### src/design/modular_power_square_multiply_top_defines.svh
// Assertion macros shared by the modular power block
`ifndef MODULAR_POWER_SQUARE_MULTIPLY_TOP_DEFINES_SVH
`define MODULAR_POWER_SQUARE_MULTIPLY_TOP_DEFINES_SVH

// Same-cycle implication, sampled on clk, off during reset
`define MPSM_ASSERT_IMP(lbl, ante, cons, msg) \
  lbl: assert property (@(posedge clk) disable iff (!rst_n) (ante) |-> (cons)) \
    else $error(msg);

// Next-cycle implication, sampled on clk, off during reset
`define MPSM_ASSERT_NXT(lbl, ante, cons, msg) \
  lbl: assert property (@(posedge clk) disable iff (!rst_n) (ante) |=> (cons)) \
    else $error(msg);

`endif

### src/design/mpsm_pkg.sv
package mpsm_pkg;

  // Operand width of base, exponent, modulus and result
  localparam int OPERAND_BITS = 31;
  localparam int CNT_W        = $clog2(OPERAND_BITS);

  localparam logic [OPERAND_BITS-1:0] MODULUS_RESET = OPERAND_BITS'(9999991);

  // Operation codes for the shared modular multiplier
  localparam logic [1:0] OP_RED = 2'd0;  // base mod m
  localparam logic [1:0] OP_MUL = 2'd1;  // acc * sq mod m
  localparam logic [1:0] OP_SQR = 2'd2;  // sq * sq mod m

  // Controller to datapath commands
  typedef struct packed {
    logic       load;      // capture exponent, init accumulator
    logic       start;     // start a modular multiply
    logic [1:0] op;        // which multiply
    logic       shift_e;   // drop the exponent lsb
    logic       load_out;  // capture result into output register
  } mpsm_cmd_t;

  // Datapath to controller status
  typedef struct packed {
    logic mul_done;  // last step of the multiply this cycle
    logic e_lsb;     // current exponent bit
    logic e_zero;    // no set bits left in the exponent
    logic m_small;   // modulus below two
  } mpsm_stat_t;

endpackage

### src/design/mpsm_datapath.sv
module mpsm_datapath
  import mpsm_pkg::*;
(
  input  logic                    clk,
  input  logic                    rst_n,
  input  logic                    cfg_we,
  input  logic [OPERAND_BITS-1:0] cfg_data,
  input  logic [OPERAND_BITS-1:0] in_base_value,
  input  logic [OPERAND_BITS-1:0] in_exponent,
  input  mpsm_cmd_t               cmd_i,
  output mpsm_stat_t              stat_o,
  output logic [OPERAND_BITS-1:0] out_power_mod
);

  `include "modular_power_square_multiply_top_defines.svh"

  localparam int W = OPERAND_BITS;

  logic [W-1:0]     m_r;
  logic [W-1:0]     e_r, e_nxt;
  logic [W-1:0]     acc_r, acc_nxt;
  logic [W-1:0]     sq_r, sq_nxt;
  logic [W-1:0]     x_r, x_nxt;
  logic [W-1:0]     y_r, y_nxt;
  logic [W-1:0]     r_r, r_nxt;
  logic [CNT_W-1:0] cnt_r, cnt_nxt;
  logic [1:0]       op_r, op_nxt;
  logic             busy_r, busy_nxt;
  logic [W-1:0]     res_r;

  logic [W+1:0]     t_sum, m1_ext, m2_ext, t_red;
  logic [W-1:0]     step_val;
  logic             done;
  logic             m_small;

  // Modulus register
  always_ff @(posedge clk) begin
    if (!rst_n) begin
      m_r <= MODULUS_RESET;
    end else if (cfg_we) begin
      m_r <= cfg_data;
    end
  end

  assign m_small = (m_r[W-1:1] == '0);

  // One interleaved multiply step: r = (2r + bit*y) mod m, with r, y < m
  always_comb begin
    m1_ext = {2'b00, m_r};
    m2_ext = {1'b0, m_r, 1'b0};
    t_sum  = {1'b0, r_r, 1'b0} + {2'b00, (x_r[W-1] ? y_r : '0)};
    if (t_sum >= m2_ext) begin
      t_red = t_sum - m2_ext;
    end else if (t_sum >= m1_ext) begin
      t_red = t_sum - m1_ext;
    end else begin
      t_red = t_sum;
    end
    step_val = t_red[W-1:0];
  end

  assign done = busy_r && (cnt_r == '0);

  // Multiplier sequencing and operand registers
  always_comb begin
    e_nxt    = e_r;
    acc_nxt  = acc_r;
    sq_nxt   = sq_r;
    x_nxt    = x_r;
    y_nxt    = y_r;
    r_nxt    = r_r;
    cnt_nxt  = cnt_r;
    op_nxt   = op_r;
    busy_nxt = busy_r;

    if (cmd_i.load) begin
      e_nxt   = in_exponent;
      acc_nxt = {{(W-1){1'b0}}, !m_small};
    end
    if (cmd_i.shift_e) begin
      e_nxt = {1'b0, e_r[W-1:1]};
    end

    // step the running multiply, write back on the last step
    if (busy_r) begin
      r_nxt   = step_val;
      x_nxt   = {x_r[W-2:0], 1'b0};
      cnt_nxt = cnt_r - 1'b1;
      if (done) begin
        busy_nxt = 1'b0;
        if (op_r == OP_MUL) begin
          acc_nxt = step_val;
        end else begin
          sq_nxt = step_val;
        end
      end
    end

    // a start overrides the multiplier state; a finishing result is still written back
    if (cmd_i.start) begin
      busy_nxt = 1'b1;
      op_nxt   = cmd_i.op;
      r_nxt    = '0;
      cnt_nxt  = CNT_W'(OPERAND_BITS - 1);
      case (cmd_i.op)
        OP_RED: begin
          x_nxt = in_base_value;
          y_nxt = {{(W-1){1'b0}}, 1'b1};
        end
        OP_MUL: begin
          x_nxt = acc_r;
          y_nxt = sq_r;
        end
        default: begin
          x_nxt = sq_r;
          y_nxt = sq_r;
        end
      endcase
    end
  end

  always_ff @(posedge clk) begin
    if (!rst_n) begin
      busy_r <= 1'b0;
    end else begin
      busy_r <= busy_nxt;
    end
  end

  always_ff @(posedge clk) begin
    e_r   <= e_nxt;
    acc_r <= acc_nxt;
    sq_r  <= sq_nxt;
    x_r   <= x_nxt;
    y_r   <= y_nxt;
    r_r   <= r_nxt;
    cnt_r <= cnt_nxt;
    op_r  <= op_nxt;
  end

  // Output payload register
  always_ff @(posedge clk) begin
    if (cmd_i.load_out) begin
      res_r <= acc_r;
    end
  end

  assign out_power_mod   = res_r;
  assign stat_o.mul_done = done;
  assign stat_o.e_lsb    = e_r[0];
  assign stat_o.e_zero   = (e_r == '0);
  assign stat_o.m_small  = m_small;

  `MPSM_ASSERT_IMP(a_no_restart, cmd_i.start, !busy_r || done,
    "multiply started while previous one still running")
  `MPSM_ASSERT_IMP(a_partial_range, busy_r, r_r < m_r,
    "partial remainder not below modulus")
  `MPSM_ASSERT_IMP(a_acc_range, busy_r, acc_r < m_r,
    "accumulator not reduced during computation")

endmodule

### src/design/mpsm_ctrl.sv
module mpsm_ctrl
  import mpsm_pkg::*;
(
  input  logic       clk,
  input  logic       rst_n,
  input  logic       in_valid,
  output logic       in_stall,
  output logic       out_valid,
  input  logic       out_stall,
  input  mpsm_stat_t stat_i,
  output mpsm_cmd_t  cmd_o
);

  `include "modular_power_square_multiply_top_defines.svh"

  localparam logic [2:0] ST_IDLE   = 3'd0;
  localparam logic [2:0] ST_RED    = 3'd1;
  localparam logic [2:0] ST_DECIDE = 3'd2;
  localparam logic [2:0] ST_MUL    = 3'd3;
  localparam logic [2:0] ST_SQR    = 3'd4;
  localparam logic [2:0] ST_OUT    = 3'd5;

  logic [2:0] state_r, state_nxt;
  logic       out_valid_r, out_valid_nxt;

  assign in_stall = (state_r != ST_IDLE);

  // Sequencer: reduce base, then per exponent bit a square, preceded by a multiply when the bit is set
  always_comb begin
    state_nxt = state_r;
    cmd_o     = '0;
    cmd_o.op  = OP_RED;
    case (state_r)
      ST_IDLE: begin
        if (in_valid) begin
          cmd_o.load = 1'b1;
          if (stat_i.m_small) begin
            state_nxt = ST_OUT;
          end else begin
            cmd_o.start = 1'b1;
            cmd_o.op    = OP_RED;
            state_nxt   = ST_RED;
          end
        end
      end
      ST_RED: begin
        if (stat_i.mul_done) begin
          state_nxt = ST_DECIDE;
        end
      end
      ST_DECIDE: begin
        if (stat_i.e_zero) begin
          state_nxt = ST_OUT;
        end else if (stat_i.e_lsb) begin
          cmd_o.start = 1'b1;
          cmd_o.op    = OP_MUL;
          state_nxt   = ST_MUL;
        end else begin
          cmd_o.start = 1'b1;
          cmd_o.op    = OP_SQR;
          state_nxt   = ST_SQR;
        end
      end
      ST_MUL: begin
        if (stat_i.mul_done) begin
          cmd_o.start = 1'b1;
          cmd_o.op    = OP_SQR;
          state_nxt   = ST_SQR;
        end
      end
      ST_SQR: begin
        if (stat_i.mul_done) begin
          cmd_o.shift_e = 1'b1;
          state_nxt     = ST_DECIDE;
        end
      end
      ST_OUT: begin
        if (!out_valid_r || !out_stall) begin
          cmd_o.load_out = 1'b1;
          state_nxt      = ST_IDLE;
        end
      end
      default: begin
        state_nxt = ST_IDLE;
      end
    endcase
  end

  // Output valid: set on a new result, cleared after a transfer
  always_comb begin
    out_valid_nxt = out_valid_r && out_stall;
    if (cmd_o.load_out) begin
      out_valid_nxt = 1'b1;
    end
  end

  always_ff @(posedge clk) begin
    if (!rst_n) begin
      state_r     <= ST_IDLE;
      out_valid_r <= 1'b0;
    end else begin
      state_r     <= state_nxt;
      out_valid_r <= out_valid_nxt;
    end
  end

  assign out_valid = out_valid_r;

  `MPSM_ASSERT_NXT(a_accept_busy, in_valid && !in_stall, state_r != ST_IDLE,
    "accepted transfer did not start a computation")
  `MPSM_ASSERT_IMP(a_decide_idle_unit, state_r == ST_DECIDE, !stat_i.mul_done,
    "multiplier still running while deciding next step")

endmodule

### src/design/modular_power_square_multiply_top.sv
// Modular power, right-to-left square-and-multiply on one shared
// bit-serial modular multiplier (one product bit per cycle).
// Base is reduced first, then per exponent bit up to the highest set bit a square,
// preceded by a multiply when the bit is set; input stalls until the controller is idle.
// Result sits in an output register, so the next item runs while it waits.
// rst_n is synchronous, active low; modulus resets to 9999991.
module modular_power_square_multiply_top
  import mpsm_pkg::*;
(
  input  logic                    clk,
  input  logic                    rst_n,
  input  logic                    cfg_we,
  input  logic [OPERAND_BITS-1:0] cfg_data,
  input  logic                    in_valid,
  output logic                    in_stall,
  input  logic [OPERAND_BITS-1:0] in_base_value,
  input  logic [OPERAND_BITS-1:0] in_exponent,
  output logic                    out_valid,
  input  logic                    out_stall,
  output logic [OPERAND_BITS-1:0] out_power_mod
);

  mpsm_cmd_t  cmd;
  mpsm_stat_t stat;

  // Controller
  mpsm_ctrl u_ctrl (
    .clk       (clk),
    .rst_n     (rst_n),
    .in_valid  (in_valid),
    .in_stall  (in_stall),
    .out_valid (out_valid),
    .out_stall (out_stall),
    .stat_i    (stat),
    .cmd_o     (cmd)
  );

  // Datapath with modulus register and shared multiplier
  mpsm_datapath u_dp (
    .clk           (clk),
    .rst_n         (rst_n),
    .cfg_we        (cfg_we),
    .cfg_data      (cfg_data),
    .in_base_value (in_base_value),
    .in_exponent   (in_exponent),
    .cmd_i         (cmd),
    .stat_o        (stat),
    .out_power_mod (out_power_mod)
  );

endmodule

### config.mk
export PLATFORM = sky130hd
export DESIGN_NAME = modular_power_square_multiply_top
export DESIGN_NICKNAME = d
export VERILOG_FILES = /design/src/design/mpsm_pkg.sv /design/src/design/mpsm_datapath.sv /design/src/design/mpsm_ctrl.sv /design/src/design/modular_power_square_multiply_top.sv
export VERILOG_INCLUDE_DIRS = /design/src /design/src/design
export SDC_FILE = /design/constraint.sdc
export NUM_CORES = 1
export LEC_CHECK = 0
export CORE_MARGIN = 4
export CORE_UTILIZATION = 45
export DETAILED_ROUTE_END_ITERATION = 16
export DONT_BUFFER_PORTS = 1
export GPL_TIMING_DRIVEN = 1
export HOLD_SLACK_MARGIN = 0.02
export MAX_ROUTING_LAYER = met4
export PLACE_DENSITY = 0.64
export SYNTH_ARGS = -nofsm -noshare
export SYNTH_HDL_FRONTEND = slang
export SYNTH_HIERARCHICAL = 1
export SYNTH_SLANG_ARGS = --single-unit
### constraint.sdc
create_clock -name clk -period 6.3 [get_ports clk]
set_input_delay 1.89 -clock clk [delete_from_list [all_inputs] [get_ports clk]]
set_output_delay 1.89 -clock clk [all_outputs]
set_load 0.1 [all_outputs]
==> key figures, run 1 <==
Outcome
  • Run status: complete, no violations

Worst setup path
  • CP endpoint kind: flop
  • Type of the worst setup path: flop to flop
  • Start point of the critical path: u_dp/x_r[30]
  • Startpoint class of the critical path: flop
  • Biggest fanout along the worst timing path: 9
  • Required time at the worst-slack endpoint: 6700 ps
  • Beginning of the worst register-to-register path: u_dp/x_r[30]
  • Worst endpoint data arrival time: 6390 ps

Global route
  • Global-route wire length before repair: 69.6 mm
  • Largest net degree at the start of global routing: 53
  • Congestion Overflow GR: 0
  • Number of antenna violations at the first check in global routing: 0
  • Aggregate global-route resource usage: 23.0%
  • Vias in the first global route: 12300

STA
  • Final Max Tran Viols: 0
  • Unrepaired setup endpoints after global routing: false
  • Final sum of negative setup slack: 0 ps
  • Rel. slew slack: 22.4%
  • Maximum clock frequency: 0.167 GHz
  • Final number of setup-violating endpoints: 0
  • Min Tclk post-route: 6000 ps
  • Post-route clock skew: 17.7 ps
  • Worst-margin pin slew: 1160 ps
  • Tcrit/Tclk final: 95.2%
  • Number of hold violations in the final report: 0

Worst hold path
  • Hold/Removal Path Class: flop to flop
  • Hold_sp: u_dp/acc_r[4]

Detailed routing
  • Detailed-route vias per instance: 5.79
  • TritonRoute pass-1 iters: 5
  • Vias post-DR: 12300
  • Wire length per cell after detailed routing: 21.1 um
  • DRC violations left: 0
  • Drt initial violations: 850
  • Number of nets with antenna violations after detailed routing: 0
  • Total Wirelength: 44.9 mm

Floorplan
  • Std-Cell Core Area: 0.0356 sq mm
  • Core Rows: 69
  • Y dimension of the die: 198 um
  • Initial cell density of the core: 45.5%
  • Die width: 198 um
  • Area of the die: 0.0391 sq mm
  • Number of primary I/O pins: 131

Layout
  • Filler Cells Inserted: 3316
  • Finished Cell Area: 0.0178 sq mm
  • FF+latch area: 0.00677 sq mm
  • Area occupied by multi-input gates: 0.00886 sq mm
  • Top library cells by usage in the layout, fill and taps aside: sky130_fd_sc_hd__edfxtp_1, sky130_fd_sc_hd__nand2_1, sky130_fd_sc_hd__a21oi_1
  • Antenna cell count: 0
  • Layout Area Growth over Synthesis: 9.84%
  • Post-Layout Cell Count: 2123
  • Fraction of layout cells with a size suffix above 1: 11.7%
  • Most common cell after layout, fill and taps aside: sky130_fd_sc_hd__edfxtp_1
  • Net count, final: 1833

Clocking
  • Number of buffers added for setup after CTS: 0
  • Hold-fix buffers, CTS: 0
  • Count of clock tree sinks: 260
  • Max Root-Sink Buffers: 3
  • Total CTS buffers: 29
  • CTS root buffer: sky130_fd_sc_hd__clkbuf_16
  • CTS resizes: 0
  • Number of levels the H-tree was split into: 1
  • Insertion delay of the later-clocked pin in the worst-skew pair: 580 ps
  • Clock transition time at the flip-flop clock pins of the worst setup and hold paths: 60 ps
  • TritonCTS clock tree: yes

Yosys
  • Top FF cell, synth: sky130_fd_sc_hd__edfxtp_1
  • Cell area after technology mapping: 0.0162 sq mm
  • Top post-synthesis cells by area: sky130_fd_sc_hd__edfxtp_1, sky130_fd_sc_hd__dfxtp_1, sky130_fd_sc_hd__ha_1
  • Largest family of logic cells by synthesized area: compound AO/OA/AOI/OAI gates
  • Post-synthesis share of cell area spent on xor and xnor gates: 3.84%
  • Basic-gate share of the synthesized area counting and, or, nand and nor cells: 15.9%
  • Synthesized Nets: 1840
  • Ys async rst share: 0%
  • Number of flops mapped to enable cells by yosys: 156
  • Syn Inst Count: 1646
  • Number of unique standard cell types used by synthesis: 84
  • Leading area contributor after synthesis: sky130_fd_sc_hd__edfxtp_1
  • Area fraction of the dominant cell type after synthesis: 28.9%
  • Fraction of the mapped netlist area in adder cells: 7.55%
  • Synthesis-stage register bit count: 260
  • Share of the synthesized area in compound gates (AO/OA/AOI/OAI): 18.1%
  • Number of warning messages in the yosys log: 6
  • Share of synthesized area occupied by flip-flops and latches: 41.8%
  • Avg Inst Size Synth: 9.84 sq um
  • Mux share of post-synthesis cell area: 8.81%

Job
  • Max cap viols: 0

Placement
  • Port Buffers: 0
  • HPWL reported at the end of detailed placement: 34.5 mm
  • Final RePlAce weighted congestion: 0.933
  • Placed instance count: 2069
  • Total placed instance area: 0.0168 sq mm
-- routing by layer --
layer,up-vias,GRT usage [%],wire [um]
li1,6068,-,-
met1,5859,29.4,19700
met2,279,38.4,21800
met3,87,2.86,1810
met4,0,7.27,1560
met5,-,-,0
-- Yosys cell counts, drive strengths merged (55+ instances only) --
library cell,n
mux2i,65
o21ai,105
edfxtp,156
mux2,68
ha,93
a21o,55
nor2,83
nand2,122
dfxtp,104
nor2b,60
clkbuf,56
a21oi,109
inv,78
-- cells by family after synthesis --
logic type	after synthesis
xor+xnor	71
buf+inv	158
flops	260
simple gates	487
mux	133
fa+ha+maj	96
compound gates	441
-- critical path, stage by stage (launching register included) --
cell	delay, ps
sky130_fd_sc_hd__edfxtp_1	460
sky130_fd_sc_hd__and2_1	190
sky130_fd_sc_hd__ha_1	210
sky130_fd_sc_hd__fa_1	430
sky130_fd_sc_hd__a211o_1	340
sky130_fd_sc_hd__a211oi_2	240
sky130_fd_sc_hd__o21ai_0	200
sky130_fd_sc_hd__and2_1	230
sky130_fd_sc_hd__a21o_1	200
sky130_fd_sc_hd__a221oi_1	310
sky130_fd_sc_hd__xnor2_1	240
sky130_fd_sc_hd__ha_1	470
sky130_fd_sc_hd__nand4_1	170
sky130_fd_sc_hd__nor3_1	540
sky130_fd_sc_hd__a22oi_1	170
sky130_fd_sc_hd__nand2_1	220
sky130_fd_sc_hd__o21ai_1	200
sky130_fd_sc_hd__nor3b_1	230
sky130_fd_sc_hd__a21oi_1	70
sky130_fd_sc_hd__a21oi_1	190
sky130_fd_sc_hd__a211oi_1	90
sky130_fd_sc_hd__buf_4	160
sky130_fd_sc_hd__nor3b_1	230
-- cell type report --
cell class / instances / share of cell area (%)
clock buffers: 43 / 4.61
clock inverters: 11 / 0.837
inverters: 79 / 1.67
multi-input cells: 1228 / 49.8
flip-flops and latches: 260 / 38.0
well taps: 461 / 3.24
repair buffers: 41 / 1.80
-- sequential cells by signal, indices dropped and copies added, names as in the netlist --
name                count
u_dp/e_r               31
u_dp/op_r               2
u_dp/busy_r             1
u_dp/r_r               31
u_dp/m_r               31
u_dp/sq_r              31
u_dp/acc_r             31
u_ctrl/state_r          3
u_ctrl/out_valid        1
u_dp/cnt_r              5
u_dp/x_r               31
u_dp/out_power_mod     31
u_dp/y_r               31
-- through the flow --
| step | worst slack, ps | utilization, % | hold WS [ps] |
|---|---|---|---|
| 3_5_place_dp | 107 | 47.2 | 458 |
| 3_3_place_gp | 145 | 47.2 | 451 |
| 2_1_floorplan | 1010 | - | 422 |
| 6_report | 304 | 50.0 | 459 |
| 4_1_cts | 92.7 | 49.9 | 460 |
| 5_1_grt | 3.79 | 50.0 | 476 |
-- final timing paths --
path                                               to  slack (ps)  cells after the start
worst max-delay path                    u_dp/sq_r[30]         300                     22
worst min register to register  u_dp/out_power_mod[4]         460                      0
worst min-delay path            u_dp/out_power_mod[4]         460                      0
worst max register to register          u_dp/sq_r[30]         300                     22
Power of run 1 is left out: the tool's default activity adds up to more than one toggle a clock period on the data nets, which glitch-free logic cannot reach.
==> run 2: changes to the inputs <==
- SKIP_LAST_GASP: not set -> 1
- SYNTH_HIERARCHICAL: 1 -> not set
==> run 2 against run 1 <==
Effect of this change:
- hold slack better by 3.7 ps
- non-clock buffer count increased by 24
- critical path type unchanged
- cell area decreased by 2.5%
- first-iteration DRC count rose by 44%
- area after synthesis fell by 3.8%
==> key figures, run 2 <==
Outcome
  • Run status: complete, no violations

STA
  • Final number of setup-violating endpoints: 0 (unchanged)
  • Number of hold violations in the final report: 0 (unchanged)
  • Final sum of negative setup slack: 0 ps (unchanged)
  • Tcrit/Tclk final: 95.2% (about the same)
  • Rel. slew slack: 23.8% (+1.5 points)
  • Unrepaired setup endpoints after global routing: true
  • Worst-margin pin slew: 1140 ps (-20.2 ps)
  • Final Max Tran Viols: 0 (unchanged)
  • Post-route clock skew: 24.7 ps (+6.96 ps)
  • Maximum clock frequency: 0.167 GHz (about the same)
  • Min Tclk post-route: 6000 ps (+2.80 ps)

Yosys
  • Cell area after technology mapping: 0.0156 sq mm (-3.8%)
  • Top post-synthesis cells by area: sky130_fd_sc_hd__edfxtp_1, sky130_fd_sc_hd__dfxtp_1, sky130_fd_sc_hd__ha_1
  • Synthesized Nets: 1845 (+0.27%)
  • Leading area contributor after synthesis: sky130_fd_sc_hd__edfxtp_1
  • Area fraction of the dominant cell type after synthesis: 30.1% (+1.2 points)
  • Most repeated cell in the gate-level netlist after synthesis: sky130_fd_sc_hd__nand2_1
  • Syn Inst Count: 1651 (+0.30%)
  • Leading post-synthesis cells by instance count: sky130_fd_sc_hd__nand2_1, sky130_fd_sc_hd__edfxtp_1, sky130_fd_sc_hd__nor2_1
  • Number of warning messages in the yosys log: 0 (-6)
  • Synthesis-stage register bit count: 260 (unchanged)
  • Share of synthesized area occupied by flip-flops and latches: 43.4% (+1.7 points)
  • Number of flops mapped to enable cells by yosys: 156 (unchanged)
  • Number of unique standard cell types used by synthesis: 83 (-1.2%)
  • Top FF cell, synth: sky130_fd_sc_hd__edfxtp_1
  • Avg Inst Size Synth: 9.44 sq um (-4.1%)
  • Ys async rst share: 0% (unchanged)

Worst setup path
  • CP cell instances: buf_4 -> and2_1 -> ha_1 -> and4_4 -> o21a_1 -> nand3b_1 -> and3_1 -> or4b_2 -> nor2b_1 -> xnor2_2 -> ha_1 -> nand2_1 -> o21ai_0 -> o31a_1 -> nand4_1 -> or3b_2 -> nor2_4 -> buf_12 -> nor2_1 -> a211oi_1 -> nor2_1
  • Reg2reg path depth: 21 (-4.5%)
  • Buf+Inv Stages, Crit Path: 2 (+1)
  • Kind of cell with the highest combined delay on the critical path: simple AND/OR/NAND/NOR gates
  • Biggest fanout along the worst timing path: 9 (unchanged)
  • Worst endpoint data arrival time: 6280 ps (-110 ps)
  • Start point of the critical path: u_dp.x_r[30]
  • Delay of the slowest cell on the worst path: 710 ps (+170 ps)
  • Beginning of the worst register-to-register path: u_dp.x_r[30]
  • Startpoint class of the critical path: flop
  • Endpoint of the most critical register-to-register path: u_dp.sq_r[26]
  • Type of the worst setup path: flop to flop
  • Slowest cell on crit path: sky130_fd_sc_hd__or4b_2
  • Worst path depth: 21 (-4.5%)
  • Flop-to-flop setup slack: 300 ps (about the same)
  • Setup crit end: u_dp.sq_r[26]
  • Required time at the worst-slack endpoint: 6580 ps (-120 ps)
  • CP endpoint kind: flop

Global route
  • Largest net degree at the start of global routing: 65 (+23%)
  • Aggregate global-route resource usage: 23.8% (+0.78 points)
  • Global-route wire length before repair: 70.2 mm (+0.85%)
  • Met2 Use GR: 40.6% (+2.2 points)
  • Vias in the first global route: 12200 (-0.67%)
  • Global-route layer with the greatest usage: met2
  • Number of antenna violations at the first check in global routing: 0 (unchanged)
  • Global-route track usage on met3: 2.80% (-0.061 points)
  • Global-route track usage on met1: 30.2% (+0.85 points)
  • Congestion Overflow GR: 0 (unchanged)

Detailed routing
  • TritonRoute pass-1 iters: 5 (unchanged)
  • Number of nets with antenna violations after detailed routing: 0 (unchanged)
  • Detailed-route vias per instance: 5.95 (+2.7%)
  • DRC violations left: 0 (unchanged)
  • Wire length per cell after detailed routing: 21.2 um (+0.46%)
  • Total Wirelength: 45.6 mm (+1.5%)
  • Drt initial violations: 1223 (+44%)
  • Vias post-DR: 12800 (+3.8%)

Floorplan
  • Std-Cell Core Area: 0.0339 sq mm (-4.8%)
  • Initial cell density of the core: 46.0% (+0.45 points)
  • Core Rows: 67 (-2.9%)
  • Y dimension of the die: 194 um (-1.9%)
  • Area of the die: 0.0377 sq mm (-3.7%)
  • Die width: 194 um (-1.9%)
  • Number of primary I/O pins: 131 (unchanged)

Layout
  • Antenna cell count: 0 (unchanged)
  • FF+latch area: 0.00677 sq mm (unchanged)
  • Filler Cells Inserted: 3155 (-4.9%)
  • Layout Area Growth over Synthesis: 11.4%
  • Fraction of layout cells with a size suffix above 1: 11.8% (+0.053 points)
  • Net count, final: 1869 (+2.0%)
  • Post-Layout Cell Count: 2145 (+1.0%)
  • Top library cells by usage in the layout, fill and taps aside: sky130_fd_sc_hd__nand2_1, sky130_fd_sc_hd__edfxtp_1, sky130_fd_sc_hd__nor2_1
  • Most common cell after layout, fill and taps aside: sky130_fd_sc_hd__nand2_1
  • Area occupied by multi-input gates: 0.00831 sq mm (-6.3%)

Clocking
  • TritonCTS clock tree: yes
  • Max Root-Sink Buffers: 3 (unchanged)
  • Total CTS buffers: 28 (-3.4%)
  • CTS root buffer: sky130_fd_sc_hd__clkbuf_16
  • Insertion delay of the later-clocked pin in the worst-skew pair: 560 ps (-20 ps)
  • Count of clock tree sinks: 260 (unchanged)
  • Clock transition time at the flip-flop clock pins of the worst setup and hold paths: 60 ps (about the same)
  • Number of levels the H-tree was split into: 1 (unchanged)

Worst hold path
  • Hold/Removal Path Class: flop to flop
  • Number of stages on the worst hold path: 0 (unchanged)

Placement
  • Port Buffers: 0 (unchanged)
  • Final RePlAce weighted congestion: 0.960 (+2.9%)
  • HPWL reported at the end of detailed placement: 34.5 mm (+0.10%)
  • Placed instance count: 2086 (+0.82%)

Job
  • Max cap viols: 0 (unchanged)
-- run 2: changes by cell type after synthesis, moves of 32 or more --
cell	change
sky130_fd_sc_hd__nor2_1	+52
sky130_fd_sc_hd__mux2i_1	-34
sky130_fd_sc_hd__and2_1	+32
sky130_fd_sc_hd__nand2_1	+38
sky130_fd_sc_hd__nand3_1	+34
sky130_fd_sc_hd__nor2b_1	-52
sky130_fd_sc_hd__a31oi_1	+33
sky130_fd_sc_hd__mux2_2	-32
-- run 2: worst reg2reg max path: cells and delay by family (launching register included) --
family / cells / cell delay (ps)
buf+inv: 2 / 370
simple gates: 12 / 2840
fa+ha+maj: 2 / 690
xor+xnor: 1 / 250
compound gates: 4 / 1110
flops: 1 / 480
-- run 2: per-layer routing --
metal	vias to the layer above	part of all wire, %	wire, um
met3	75	4.7	2160
met5	-	0	0
met4	0	2.8	1270
met1	6160	43	19500
met2	378	50	22700
li1	6141	-	-
-- run 2: worst min-delay path by stage --
stage,startpoint,endpoint,slack (ps)
2_1_floorplan,u_dp.acc_r[16],u_dp.out_power_mod[16],420
3_3_place_gp,u_dp.acc_r[8],u_dp.out_power_mod[8],460
3_5_place_dp,u_dp.acc_r[1],u_dp.out_power_mod[1],440
4_1_cts,u_dp.acc_r[1],u_dp.out_power_mod[1],460
5_1_grt,u_dp.acc_r[21],u_dp.out_power_mod[21],480
6_report,u_dp.acc_r[16],u_dp.out_power_mod[16],460
-- run 2: final cells by class --
type / count / share of cell area [%]
Clock buffer: 35 / 4.37
Tap cell: 448 / 3.23
Inverter: 81 / 1.77
Clock inverter: 17 / 0.685
Sequential cell: 260 / 39.0
Multi-Input combinational cell: 1239 / 47.9
Timing Repair Buffer: 65 / 3.10
-- run 2: repair_timing --
action / in CTS / in global routing
buffers inserted: 0 / 6
gates resized for setup: 0 / 20
hold buffers: 0 / 0
setup endpoints to repair: 0 / 93
-- run 2: cells by family after synthesis --
group	share of synthesized area (%)
mux	4.39
fa+ha+maj	7.86
flops	43.4
xor+xnor	4.22
buf+inv	3.99
simple gates	16.8
compound gates	19.3
-- run 2: stage by stage --
stage	setup slack (ps)	utilization [%]	hold slack [ps]	area [sq um]
6_report	301	51.2	462	17400
5_1_grt	-52.2	51.2	481	17400
4_1_cts	12.0	50.9	459	17200
3_5_place_dp	97.8	48.3	442	16300
3_3_place_gp	169	48.3	456	16300
2_1_floorplan	773	-	422	15600
Power of run 2 is left out for the same reason.
==> run 3: changes to the inputs <==
==> constraint.sdc (replaced) <==
create_clock -name clk -period 6.3 [get_ports clk]
set_input_delay 1.575 -clock clk [delete_from_list [all_inputs] [get_ports clk]]
set_output_delay 1.575 -clock clk [all_outputs]
set_load 0.1 [all_outputs]
==> run 3 against run 2 <==
Effect of this change:
- flip-flop and latch count stayed put
- register-to-register slack worse by 50 ps
- via count down 1.1%
- wire length grew 0.79%
- die area is the same
- count of clock-buffer cells in the layout increased by 8
==> key figures, run 3 (synthesized netlist as in run 2, its figures left out) <==
Floorplan
  • Core Rows: 67 (unchanged)
  • Y dimension of the die: 194 um (unchanged)
  • Die width: 194 um (unchanged)
  • Initial cell density of the core: 46.0% (unchanged)
  • Area of the die: 0.0377 sq mm (unchanged)
  • Std-Cell Core Area: 0.0339 sq mm (unchanged)
  • Number of primary I/O pins: 131 (unchanged)

Worst hold path
  • Hold/Removal Path Class: flop to flop

Global route
  • Vias in the first global route: 12400 (+1.6%)
  • Number of antenna violations at the first check in global routing: 0 (unchanged)
  • Aggregate global-route resource usage: 24.0% (+0.17 points)
  • Global-route wire length before repair: 70.8 mm (+0.83%)
  • Congestion Overflow GR: 0 (unchanged)
  • Largest net degree at the start of global routing: 79 (+22%)

Job
  • Max cap viols: 0 (unchanged)

STA
  • Post-route clock skew: 20.5 ps (-4.19 ps)
  • Maximum clock frequency: 0.165 GHz (-0.82%)
  • Final sum of negative setup slack: 0 ps (unchanged)
  • Final Max Tran Viols: 0 (unchanged)
  • Final worst slack: 251 ps (-49.7 ps)
  • Worst-margin pin slew: 1150 ps (+5.46 ps)
  • Rel. slew slack: 23.5% (-0.36 points)
  • Tcrit/Tclk final: 96.0% (+0.79 points)
  • Number of hold violations in the final report: 0 (unchanged)
  • Min Tclk post-route: 6050 ps (+49.7 ps)
  • Final number of setup-violating endpoints: 0 (unchanged)

Layout
  • Net count, final: 1864 (-0.27%)
  • Layout Area Growth over Synthesis: 11.3%
  • Fraction of layout cells with a size suffix above 1: 11.0% (-0.79 points)
  • Antenna cell count: 0 (unchanged)
  • Finished Cell Area: 0.0173 sq mm (-0.10%)
  • Filler Cells Inserted: 3171 (+0.51%)
  • Top library cells by usage in the layout, fill and taps aside: sky130_fd_sc_hd__nand2_1, sky130_fd_sc_hd__edfxtp_1, sky130_fd_sc_hd__nor2_1
  • Most common cell after layout, fill and taps aside: sky130_fd_sc_hd__nand2_1

Clocking
  • TritonCTS clock tree: yes
  • Clock transition time at the flip-flop clock pins of the worst setup and hold paths: 60 ps (about the same)
  • CTS root buffer: sky130_fd_sc_hd__clkbuf_16
  • Hold-fix buffers, CTS: 0 (unchanged)
  • Number of levels the H-tree was split into: 1 (unchanged)
  • Max Root-Sink Buffers: 3 (unchanged)
  • Insertion delay of the later-clocked pin in the worst-skew pair: 560 ps (about the same)
  • Count of clock tree sinks: 260 (unchanged)
  • Total CTS buffers: 29 (+3.6%)

Detailed routing
  • Drt initial violations: 1048 (-14%)
  • Vias post-DR: 12600 (-1.1%)
  • DRC violations left: 0 (unchanged)
  • Total Wirelength: 45.9 mm (+0.79%)
  • Detailed-route vias per instance: 5.90 (-0.83%)
  • Number of nets with antenna violations after detailed routing: 0 (unchanged)
  • Wire length per cell after detailed routing: 21.5 um (+1.0%)
  • TritonRoute pass-1 iters: 6 (+1)

Placement
  • Port Buffers: 0 (unchanged)
  • Final RePlAce weighted congestion: 0.976 (+1.7%)
  • Post-Place Setup Slack: 93.9 ps (-3.83 ps)
  • HPWL reported at the end of detailed placement: 34.4 mm (-0.21%)
  • Total placed instance area: 0.0163 sq mm (-0.31%)

Worst setup path
  • Required time at the worst-slack endpoint: 6580 ps (about the same)
  • Worst endpoint data arrival time: 6330 ps (+50 ps)
  • Type of the worst setup path: flop to flop
  • Biggest fanout along the worst timing path: 10 (+1)
  • Startpoint class of the critical path: flop
  • CP endpoint kind: flop

Outcome
  • Run status: complete, no violations
run 3: final cells by class:
type                            instances  area [sq um]  area share, %
Multi-Input combinational cell       1238          8320           48.0
Sequential cell                       260          6770           39.0
Timing Repair Buffer                   60           488           2.81
Clock buffer                           43           818           4.72
Clock inverter                         10          81.3          0.469
Inverter                               81           307           1.77
Tap cell                              448           561           3.23
run 3: through the flow:
stage                     std cells  utilization, %  hold slack (ps)
after CTS                      2134            50.8              469
after global placement         2081            48.1              448
final                          2140            51.2              465
after floorplan                1651               -              422
after detailed placement       2081            48.1              453
after global routing           2140            51.2              485
run 3: routing by layer:
layer  up-vias  global-route usage (%)  share of wire (%)
li1       6097                       -                  -
met3        67                    2.42                4.4
met1      6072                    30.3                 43
met4         0                    5.91                2.6
met2       383                    41.6                 50
met5         -                       -                  0
run 3: repair_timing:
| item | in CTS | in global routing |
|---|---|---|
| resized for setup | 0 | 21 |
| setup buffers | 0 | 6 |
| endpoints found under the setup margin | 0 | 93 |
run 3: worst max-delay path, cell delays in order (launching register included):
cell and delay (ps):
sky130_fd_sc_hd__edfxtp_1 450, sky130_fd_sc_hd__buf_4 210, sky130_fd_sc_hd__and2_1 140, sky130_fd_sc_hd__ha_1 370
sky130_fd_sc_hd__and4_2 290, sky130_fd_sc_hd__o21a_1 150, sky130_fd_sc_hd__nand3b_1 100, sky130_fd_sc_hd__and3_1 220
sky130_fd_sc_hd__or4b_2 700, sky130_fd_sc_hd__nor2b_1 190, sky130_fd_sc_hd__xnor2_2 280, sky130_fd_sc_hd__ha_1 320
sky130_fd_sc_hd__nand2_1 110, sky130_fd_sc_hd__o21ai_0 160, sky130_fd_sc_hd__nor2_1 180, sky130_fd_sc_hd__nand4_1 250
sky130_fd_sc_hd__nand4_1 190, sky130_fd_sc_hd__nor3b_2 230, sky130_fd_sc_hd__nand2_1 350, sky130_fd_sc_hd__mux2_2 420
sky130_fd_sc_hd__o21ai_1 360, sky130_fd_sc_hd__inv_1 90
run 3: worst paths after layout:
kind	startpoint	to	slack, ps	cells after the start
setup / recovery	u_dp.x_r[30]	u_dp.sq_r[17]	250	21
hold / removal	u_dp.acc_r[8]	u_dp.out_power_mod[8]	470	0
setup reg to reg	u_dp.x_r[30]	u_dp.sq_r[17]	250	21
hold reg to reg	u_dp.acc_r[8]	u_dp.out_power_mod[8]	470	0
Power of run 3 is left out for the same reason.
